[config.mk]
export PLATFORM = sky130hd
export DESIGN_NAME = reset_pulse_sequencer_core
export DESIGN_NICKNAME = d
export VERILOG_FILES = /design/src/rps_pkg.sv /design/src/rps_div.sv /design/src/reset_pulse_sequencer_core.sv
export VERILOG_INCLUDE_DIRS = /design/src /design/src/src
export SDC_FILE = /design/constraint.sdc
export NUM_CORES = 1
export LEC_CHECK = 0
export BUFFER_PORTS_ARGS = -buffer_cell sky130_fd_sc_hd__buf_2
export CAP_MARGIN = 20
export CORE_AREA = 5 5 195 197
export DETAILED_ROUTE_END_ITERATION = 8
export DIE_AREA = 0 0 200 202
export HOLD_SLACK_MARGIN = 0.1
export PLACE_DENSITY = 0.86
export SYNTH_ARGS = -nofsm -noshare
export SYNTH_HDL_FRONTEND = slang
export SYNTH_SLANG_ARGS = --single-unit
[constraint.sdc]
create_clock -name clk -period 17.8 [get_ports clk]
set_clock_uncertainty 0.05 [all_clocks]
set_input_delay 3.56 -clock clk [delete_from_list [all_inputs] [get_ports clk]]
set_output_delay 3.56 -clock clk [all_outputs]
set_load 0.005 [all_outputs]
[src/reset_pulse_sequencer_core_defines.svh]
// Assertion macros for the reset pulse sequencer.
`ifndef RESET_PULSE_SEQUENCER_CORE_DEFINES_SVH
`define RESET_PULSE_SEQUENCER_CORE_DEFINES_SVH

// Check cons in the same cycle as ante.
`define RPS_ASSERT_SAME(lbl, ante, cons, msg) \
  lbl: assert property (@(posedge clk) disable iff (!rst_n) (ante) |-> (cons)) else $error(msg);

// Check cons in the cycle after ante.
`define RPS_ASSERT_NEXT(lbl, ante, cons, msg) \
  lbl: assert property (@(posedge clk) disable iff (!rst_n) (ante) |=> (cons)) else $error(msg);

`endif

[src/rps_pkg.sv]
`default_nettype none
package rps_pkg;

  // Configuration register indexes
  localparam logic [1:0] CFG_DEBOUNCE  = 2'd0;
  localparam logic [1:0] CFG_CYCLES    = 2'd1;
  localparam logic [1:0] CFG_LED_HOLD  = 2'd2;
  localparam logic [1:0] CFG_HIGH_HZ   = 2'd3;

  localparam int unsigned CFG_IDX_W  = 2;
  localparam int unsigned CFG_DATA_W = 20;

  // Clock modes
  localparam logic [1:0] MODE_STEP   = 2'd0;
  localparam logic [1:0] MODE_LOW    = 2'd1;
  localparam logic [1:0] MODE_HIGH   = 2'd2;
  localparam logic [1:0] MODE_SERIAL = 2'd3;

  // Divider geometry: pulse_cycles * 1000 fits in 18 bits
  localparam int unsigned DVD_W     = 18;
  localparam int unsigned DVS_W     = 20;
  localparam int unsigned DIV_STEPS = DVD_W;
  localparam int unsigned DIV_CNT_W = $clog2(DIV_STEPS + 1);

  localparam logic [DVD_W-1:0] MS_PER_S     = DVD_W'(1000);
  localparam logic [DVD_W-1:0] REQ_FLOOR_MS = DVD_W'(10);
  localparam logic [DVD_W-1:0] REQ_IDLE_MS  = DVD_W'(60);
  localparam logic [DVD_W-1:0] REQ_MIN_HIGH = DVD_W'(1);

  // Reset values of the configuration registers
  localparam logic [9:0]  DEBOUNCE_RST = 10'd50;
  localparam logic [7:0]  CYCLES_RST   = 8'd6;
  localparam logic [15:0] LED_HOLD_RST = 16'd250;
  localparam logic [19:0] HIGH_HZ_RST  = 20'd1000000;

  typedef struct packed {
    logic [31:0] now_ms;
    logic        button_level;
    logic        remote_request;
    logic [1:0]  clock_mode;
    logic        clock_level;
    logic [19:0] low_mode_hz;
    logic [19:0] serial_mode_hz;
  } in_item_t;

  typedef struct packed {
    logic       reset_level;
    logic       low_led;
    logic       high_led;
    logic       pulse_active;
    logic [7:0] edges_seen;
    logic       pulse_done;
  } out_item_t;

  typedef struct packed {
    logic             start;
    logic [DVD_W-1:0] dividend;
    logic [DVS_W-1:0] divisor;
  } rps_div_req_t;

  typedef struct packed {
    logic             busy;
    logic [DVD_W-1:0] quotient;
  } rps_div_rsp_t;

endpackage
`default_nettype wire

[src/rps_div.sv]
`default_nettype none
// Restoring divider, one quotient bit per cycle.
module rps_div
  import rps_pkg::*;
(
  input  wire logic         clk,
  input  wire logic         rst_n,
  input  wire rps_div_req_t req,
  output rps_div_rsp_t      rsp
);

  logic                 busy_r, busy_nxt;
  logic [DIV_CNT_W-1:0] cnt_r, cnt_nxt;
  logic [DVS_W-1:0]     rem_r, rem_nxt;
  logic [DVD_W-1:0]     dq_r, dq_nxt;
  logic [DVS_W-1:0]     dvs_r, dvs_nxt;
  logic [DVS_W:0]       trial;
  logic                 fits;

  // Shift in the next dividend bit and try the subtract
  assign trial = {rem_r, dq_r[DVD_W-1]};
  assign fits  = (trial >= {1'b0, dvs_r});

  always_comb begin
    busy_nxt = busy_r;
    cnt_nxt  = cnt_r;
    rem_nxt  = rem_r;
    dq_nxt   = dq_r;
    dvs_nxt  = dvs_r;
    if (req.start) begin
      busy_nxt = 1'b1;
      cnt_nxt  = DIV_CNT_W'(DIV_STEPS);
      rem_nxt  = '0;
      dq_nxt   = req.dividend;
      dvs_nxt  = req.divisor;
    end else if (busy_r) begin
      rem_nxt = fits ? DVS_W'(trial - {1'b0, dvs_r}) : trial[DVS_W-1:0];
      dq_nxt  = {dq_r[DVD_W-2:0], fits};
      cnt_nxt = cnt_r - DIV_CNT_W'(1);
      if (cnt_r == DIV_CNT_W'(1)) begin
        busy_nxt = 1'b0;
      end
    end
  end

  // Hold control under reset, datapath free-running
  always_ff @(posedge clk) begin
    if (!rst_n) begin
      busy_r <= 1'b0;
      cnt_r  <= '0;
    end else begin
      busy_r <= busy_nxt;
      cnt_r  <= cnt_nxt;
    end
    rem_r <= rem_nxt;
    dq_r  <= dq_nxt;
    dvs_r <= dvs_nxt;
  end

  assign rsp.busy     = busy_r;
  assign rsp.quotient = dq_r;

endmodule
`default_nettype wire

[src/reset_pulse_sequencer_core.sv]
// An input transfer starts the 18-step serial divider for the timed pulse
// length; the block waits in ST_DIV until it is done, then in ST_FIN until
// the output is free, and loads the result there. One item is in flight.
// Input stall stays high from a transfer until its result is loaded.
// Reset (rst_n low at a clock edge) restores register defaults and all
// pulse, debounce and LED state; no clearing pass follows.
`default_nettype none
`include "reset_pulse_sequencer_core_defines.svh"
module reset_pulse_sequencer_core
  import rps_pkg::*;
(
  input  wire logic                  clk,
  input  wire logic                  rst_n,
  input  wire logic                  cfg_we,
  input  wire logic [CFG_IDX_W-1:0]  cfg_idx,
  input  wire logic [CFG_DATA_W-1:0] cfg_wdata,
  input  wire logic                  in_valid,
  output logic                       in_stall,
  input  wire in_item_t              in_data,
  output logic                       out_valid,
  input  wire logic                  out_stall,
  output out_item_t                  out_data
);

  typedef enum logic [1:0] {ST_IDLE, ST_DIV, ST_FIN} st_t;

  st_t          state_r, state_nxt;
  rps_div_req_t div_req;
  rps_div_rsp_t div_rsp;

  // Configuration
  logic [9:0]  debounce_r;
  logic [7:0]  cycles_r;
  logic [15:0] led_hold_r;
  logic [19:0] high_hz_r;

  // Sequencer state
  logic        active_r, active_nxt;
  logic        level_r, level_nxt;
  logic [7:0]  edges_r, edges_nxt;
  logic [31:0] start_r, start_nxt;
  logic        edge_mode_r, edge_mode_nxt;
  logic        prev_clk_r, prev_clk_nxt;
  logic [31:0] press_r, press_nxt;
  logic [31:0] led_start_r, led_start_nxt;
  logic        led_on_r, led_on_nxt;

  in_item_t    item_r;
  logic        out_valid_r;
  out_item_t   out_data_r, out_data_nxt;

  logic             in_xfer, out_free, commit;
  logic [19:0]      divisor;
  logic [DVD_W-1:0] req_ms;

  assign in_stall = (state_r != ST_IDLE);
  assign in_xfer  = in_valid && !in_stall;
  assign out_free = !out_valid_r || !out_stall;
  assign commit   = (state_r == ST_FIN) && out_free;

  // Pick the divisor for the incoming item's mode
  always_comb begin
    unique case (in_data.clock_mode)
      MODE_HIGH:   divisor = high_hz_r;
      MODE_SERIAL: divisor = in_data.serial_mode_hz;
      default:     divisor = in_data.low_mode_hz;
    endcase
  end

  assign div_req.start    = in_xfer;
  assign div_req.dividend = DVD_W'({10'd0, cycles_r} * MS_PER_S);
  assign div_req.divisor  = divisor;

  rps_div u_div (
    .clk  (clk),
    .rst_n(rst_n),
    .req  (div_req),
    .rsp  (div_rsp)
  );

  // Required pulse time from the quotient, with zero frequency and floor cases
  always_comb begin
    req_ms = REQ_IDLE_MS;
    if (item_r.clock_mode == MODE_LOW && item_r.low_mode_hz != '0) begin
      req_ms = div_rsp.quotient;
    end else if (item_r.clock_mode == MODE_HIGH && high_hz_r != '0) begin
      req_ms = (div_rsp.quotient == '0) ? REQ_MIN_HIGH : div_rsp.quotient;
    end else if (item_r.clock_mode == MODE_SERIAL && item_r.serial_mode_hz != '0) begin
      req_ms = div_rsp.quotient;
    end
    if (req_ms < REQ_FLOOR_MS) begin
      req_ms = REQ_FLOOR_MS;
    end
  end

  // Poll update: request, button, pulse, then LEDs
  always_comb begin
    logic done;
    logic high;
    active_nxt    = active_r;
    level_nxt     = level_r;
    edges_nxt     = edges_r;
    start_nxt     = start_r;
    edge_mode_nxt = edge_mode_r;
    prev_clk_nxt  = prev_clk_r;
    press_nxt     = press_r;
    led_start_nxt = led_start_r;
    led_on_nxt    = led_on_r;
    done          = 1'b0;
    high          = 1'b0;

    if (item_r.remote_request && !active_nxt) begin
      active_nxt    = 1'b1;
      edges_nxt     = '0;
      start_nxt     = item_r.now_ms;
      edge_mode_nxt = (item_r.clock_mode == MODE_STEP);
      prev_clk_nxt  = item_r.clock_level;
      level_nxt     = 1'b0;
    end

    if (item_r.button_level && ((item_r.now_ms - press_r) > {22'd0, debounce_r})) begin
      press_nxt = item_r.now_ms;
      if (!active_nxt) begin
        active_nxt    = 1'b1;
        edges_nxt     = '0;
        start_nxt     = item_r.now_ms;
        edge_mode_nxt = (item_r.clock_mode == MODE_STEP);
        prev_clk_nxt  = item_r.clock_level;
        level_nxt     = 1'b0;
      end
    end

    if (active_nxt) begin
      if (item_r.clock_mode == MODE_STEP) begin
        if (edge_mode_nxt && !prev_clk_nxt && item_r.clock_level) begin
          edges_nxt = edges_nxt + 8'd1;
          if (edges_nxt >= cycles_r) begin
            done = 1'b1;
          end
        end
        prev_clk_nxt = item_r.clock_level;
      end else if ((item_r.now_ms - start_nxt) >= {14'd0, req_ms}) begin
        done = 1'b1;
      end
      if (done) begin
        level_nxt     = 1'b1;
        active_nxt    = 1'b0;
        led_start_nxt = item_r.now_ms;
        led_on_nxt    = 1'b1;
      end
    end

    if (led_on_nxt) begin
      if ((item_r.now_ms - led_start_nxt) < {16'd0, led_hold_r}) begin
        high = 1'b1;
      end else begin
        led_on_nxt = 1'b0;
      end
    end

    out_data_nxt.reset_level  = level_nxt;
    out_data_nxt.low_led      = !level_nxt;
    out_data_nxt.high_led     = high;
    out_data_nxt.pulse_active = active_nxt;
    out_data_nxt.edges_seen   = edges_nxt;
    out_data_nxt.pulse_done   = done;
  end

  // Sequence: take item, wait on divider, commit once the output is free
  always_comb begin
    state_nxt = state_r;
    unique case (state_r)
      ST_IDLE: if (in_xfer) state_nxt = ST_DIV;
      ST_DIV:  if (!div_rsp.busy) state_nxt = ST_FIN;
      ST_FIN:  if (out_free) state_nxt = ST_IDLE;
      default: state_nxt = ST_IDLE;
    endcase
  end

  always_ff @(posedge clk) begin
    if (!rst_n) begin
      state_r     <= ST_IDLE;
      out_valid_r <= 1'b0;
      debounce_r  <= DEBOUNCE_RST;
      cycles_r    <= CYCLES_RST;
      led_hold_r  <= LED_HOLD_RST;
      high_hz_r   <= HIGH_HZ_RST;
      active_r    <= 1'b0;
      level_r     <= 1'b1;
      edges_r     <= '0;
      start_r     <= '0;
      edge_mode_r <= 1'b0;
      prev_clk_r  <= 1'b0;
      press_r     <= '0;
      led_start_r <= '0;
      led_on_r    <= 1'b0;
    end else begin
      state_r <= state_nxt;
      // Write configuration
      if (cfg_we) begin
        unique case (cfg_idx)
          CFG_DEBOUNCE: debounce_r <= cfg_wdata[9:0];
          CFG_CYCLES:   cycles_r   <= cfg_wdata[7:0];
          CFG_LED_HOLD: led_hold_r <= cfg_wdata[15:0];
          CFG_HIGH_HZ:  high_hz_r  <= cfg_wdata;
          default:      ;
        endcase
      end
      // Drop a taken result, load a new one on commit
      if (commit) begin
        out_valid_r <= 1'b1;
      end else if (!out_stall) begin
        out_valid_r <= 1'b0;
      end
      if (commit) begin
        active_r    <= active_nxt;
        level_r     <= level_nxt;
        edges_r     <= edges_nxt;
        start_r     <= start_nxt;
        edge_mode_r <= edge_mode_nxt;
        prev_clk_r  <= prev_clk_nxt;
        press_r     <= press_nxt;
        led_start_r <= led_start_nxt;
        led_on_r    <= led_on_nxt;
      end
    end
    if (in_xfer) begin
      item_r <= in_data;
    end
    if (commit) begin
      out_data_r <= out_data_nxt;
    end
  end

  assign out_valid = out_valid_r;
  assign out_data  = out_data_r;

  `RPS_ASSERT_NEXT(a_busy_after_xfer, in_xfer, in_stall, "input taken while item in flight")
  `RPS_ASSERT_NEXT(a_commit_loads, commit, out_valid, "committed result not presented")
  `RPS_ASSERT_SAME(a_done_released, out_valid && out_data.pulse_done,
                   !out_data.pulse_active && out_data.reset_level,
                   "finished pulse still holds reset")
  `RPS_ASSERT_SAME(a_led_pair, out_valid, out_data.low_led != out_data.reset_level,
                   "low LED disagrees with reset level")

endmodule
`default_nettype wire

==> impl_summary.txt <==
----------------------------------------------------
[Placed design]
  Cells after DPL ... 3008
  IO buf count ... roughly 120
  Sum of net half-perimeters after detailed placement ... about 47 mm
  GPL Wtd Cong ... slightly above 0.9

[Run]
  Number of max-cap violations ... 0

[STA]
  Relative slew slack ... 0.2872
  Highest clock frequency the design can meet ... about 60 MHz
  Worst hold margin ... around 0.41 ns
  Final critical-path share of the clock period ... 0.9211
  Min Clock Period, post-route ... about 16 ns
  Setup repair after global routing missed its margin ... false
  Final setup TNS ... 0 ns
  Actual slew at the worst max-slew pin ... around 1.1 ns
  # setup viols final ... 0
  Number of max-slew violations in the final report ... 0
  Hold Vio Cnt, Final ... 0

[Power]
  Power per unit of standard cell area ... around 95 nW/um^2
  LEAKAGE ... 10.91 nW
  Maximum vdd drop ... 0.00008308 V

[Die]
  Area of the die ... 40400 um^2
  Core Rows ... 70
  Starting Density ... 0.6193
  Die Ht ... about 200 um
  Width of the chip ... about 200 um
  Total I/O pin count ... 119
  Core outline area ... between 30000 and 40000 um^2

[GRT]
  Remaining Overflow, GRT ... 0
  Number of global-route vias before repair ... 18937
  Global router's overall resource usage ... 0.3062
  Pin count of the biggest net entering global routing ... 116
  Global-route wire length before repair ... roughly 100 mm
  Number of antenna violations at the first check in global routing ... 2

[Clocking]
  CTS Hold Bufs ... 0
  Post-CTS setup buffer count ... 0
  Clock transition at the registers of the reported paths ... roughly 0.060 ns
  Count of instances resized after the clock tree is built ... 0
  H-Tree Level Count ... 2
  Number of sinks on the clock net ... 320
  Clock insertion delay at the later pin of the skew report ... between 0.5 and 0.6 ns
  CTS tree ... done
  Number of buffers on the longest clock path ... 3
  Clock root buffer master ... clkbuf_16
  Number of buffers created by CTS ... 36

[Detailed routing]
  Post-detailed-route wirelength per cell ... slightly above 20 um
  Drt via density ... 6.388
  First-pass iteration count of the detailed router ... 6
  Iteration-0 DRC count of the detailed router ... 2052
  Number of routed nets with antenna violations ... 0
  Wire length reported by the detailed router ... 63.30 mm
  Count of vias placed by the detailed router ... ~20000
  Residual DRC ... 0

[Logic synthesis]
  Synth Cell Area ... between 20000 and 25000 um^2
  Count of cell types in the netlist ... 90
  Asr flop ratio synth ... 0
  Syn Inst Count ... ~2500
  Register area share after synthesis ... 0.3427
  Number of synthesized flops with an enable pin ... 125
  Number of warnings printed during yosys synthesis ... 0
  Dominant register cell in the synthesized netlist ... dfxtp_1
  Synthesized Nets ... ~2800
  Syn_area_per_cell ... slightly below 9 um^2
  Synthesis-stage register bit count ... 320

[Critical path]
  Worst Reg2Reg Path Length in Cells ... 69
  FF-to-FF Start ... item_r[46]
  Sort of element at the end of the critical path ... register
  Critical path arrival ... 16.81 ns
  Delay of the slowest critical-path stage ... 0.63 ns
  Number of stages on the worst setup path ... 69
  Register-to-register path setup slack ... between 1 and 1.5 ns
  Launching element type of the critical path ... register
  Family with the most delay on the worst path ... compound AO/OA/AOI/OAI gates
  Origin of the worst setup path ... item_r[46]
  Destination of the worst register-to-register timing path ... led_on_r
  Worst setup path category ... register to register
  Slowest stage cell, crit path ... nand2_2
  Critical path buffers and inverters ... 4
  Worst Path Required ... approximately 18 ns
  Most Frequent Cell on Critical Path ... a21o_1
  Critical path peak fanout ... 26
  Critical Path End ... led_on_r

[Cells and area]
  Commonest cells after routing, fill and taps aside ... 323 x nand2_1, 201 x ha_1, 194 x dfxtp_1
  Fill count ... roughly 2800
  Syn-to-layout area delta ... 9.513%
  Final net count ... approximately 2900
  Most common cell after layout, fill and taps aside ... nand2_1
  Number of non-filler instances in the completed layout ... 3076
  Ratio of cells with drive above 1 in the final layout ... 0.09248

[Hold path]
  Class of the most critical hold timing path ... register to register

[Outcome]
  Run status ... finished, final reports clean

----------------------------------------------------
[worst min-delay path by stage]
stage | from | end | slack [ns] | cells after the start
global route | led_hold_r[9] | led_hold_r[9] | 0.45 | 2
detailed placement | led_hold_r[10] | led_hold_r[10] | 0.41 | 2
finish | led_hold_r[10] | led_hold_r[10] | 0.41 | 2
floorplan | led_hold_r[14] | led_hold_r[14] | 0.39 | 2
global placement | state_r[1] | state_r[0] | 0.41 | 1
CTS | led_hold_r[10] | led_hold_r[10] | 0.42 | 2
[synth_stat cells (54+ instances only)]
master | instances | area share
nand2_1 | 324 | 0.054
ha_1 | 201 | 0.11
dfxtp_1 | 195 | 0.17
nor2_1 | 173 | 0.029
inv_1 | 147 | 0.025
a21oi_1 | 144 | 0.032
mux2i_1 | 142 | 0.064
edfxtp_1 | 125 | 0.17
o21ai_0 | 101 | 0.023
clkbuf_1 | 79 | 0.013
nor2b_1 | 60 | 0.017
o211a_1 | 60 | 0.027
a21boi_0 | 56 | 0.019
a21o_1 | 54 | 0.018
[through the flow]
step | utilization | worst slack, ns | instance area [um^2] | power [mW]
final | 0.6782 | 1.405 | 24470 | 2.322
after global routing | 0.6782 | 0.1584 | 24470 | 2.438
after CTS | 0.6773 | 1.619 | 24440 | 2.316
after detailed placement | 0.6434 | 1.631 | 23220 | 1.547
after global placement | 0.6434 | 2.100 | 23220 | 1.527
after floorplan | - | 3.556 | 22350 | 1.370
[state kept, by name, summed over array words and instances, names as in the netlist, 18 cells and up]
signal	count
u_div.dvs_r	20
high_hz_r	20
u_div.dq_r	18
led_start_r	32
start_r	32
press_r	32
item_r	77
u_div.rem_r	20
[where the power goes]
part | internal (mW) | switching [mW]
sequential | 0.818 | 0.0464
combinational | 0.278 | 0.415
clock | 0.444 | 0.321
[cell type report]
class / count / area, um^2 / share of cell area
Antenna cell: 2 / 5.005 / 0.0002045
Clock buffer: 45 / 985.9 / 0.04029
Clock inverter: 20 / 236.5 / 0.009663
Inverter: 150 / 568.0 / 0.02321
Multi-Input combinational cell: 1936 / 13690 / 0.5595
Sequential cell: 320 / 7659 / 0.3130
Tap cell: 468 / 585.6 / 0.02393
Timing Repair Buffer: 135 / 740.7 / 0.03027
[cell families (layout without fill, tap and decap cells)]
logic type                 Yosys count  in the layout  share of synthesized area
and+or+nand+nor                    837            837                     0.1773
xor gates and xnor gates            89             89                    0.03488
muxes                              145            145                    0.06512
other                                0              2                          0
AOI/OAI and AO/OA                  637            637                     0.1990
DFF                                320            320                     0.3427
adders and majority gates          228            228                     0.1363
buffers and inverters              258            350                    0.04479
[metal layers]
| metal | routed length (um) | vias up | global-route usage |
|---|---|---|---|
| met3 | 4778 | 157 | 0.04184 |
| met1 | 26610 | 9481 | 0.4207 |
| met2 | 29260 | 785 | 0.4882 |
| met5 | 0 | - | 0 |
| li1 | - | 9226 | - |
| met4 | 2654 | 0 | 0.1237 |
[worst register-to-register path: cells and delay by family (launching register included)]
family	cells	cell delay, ns
muxes	1	0.34
AOI/OAI and AO/OA	31	7.57
DFF	1	0.57
buffers and inverters	4	0.71
xor gates and xnor gates	3	0.29
adders and majority gates	7	1.95
and+or+nand+nor	23	4.83
No activity file was read; power rests on OpenSTA's default activity.
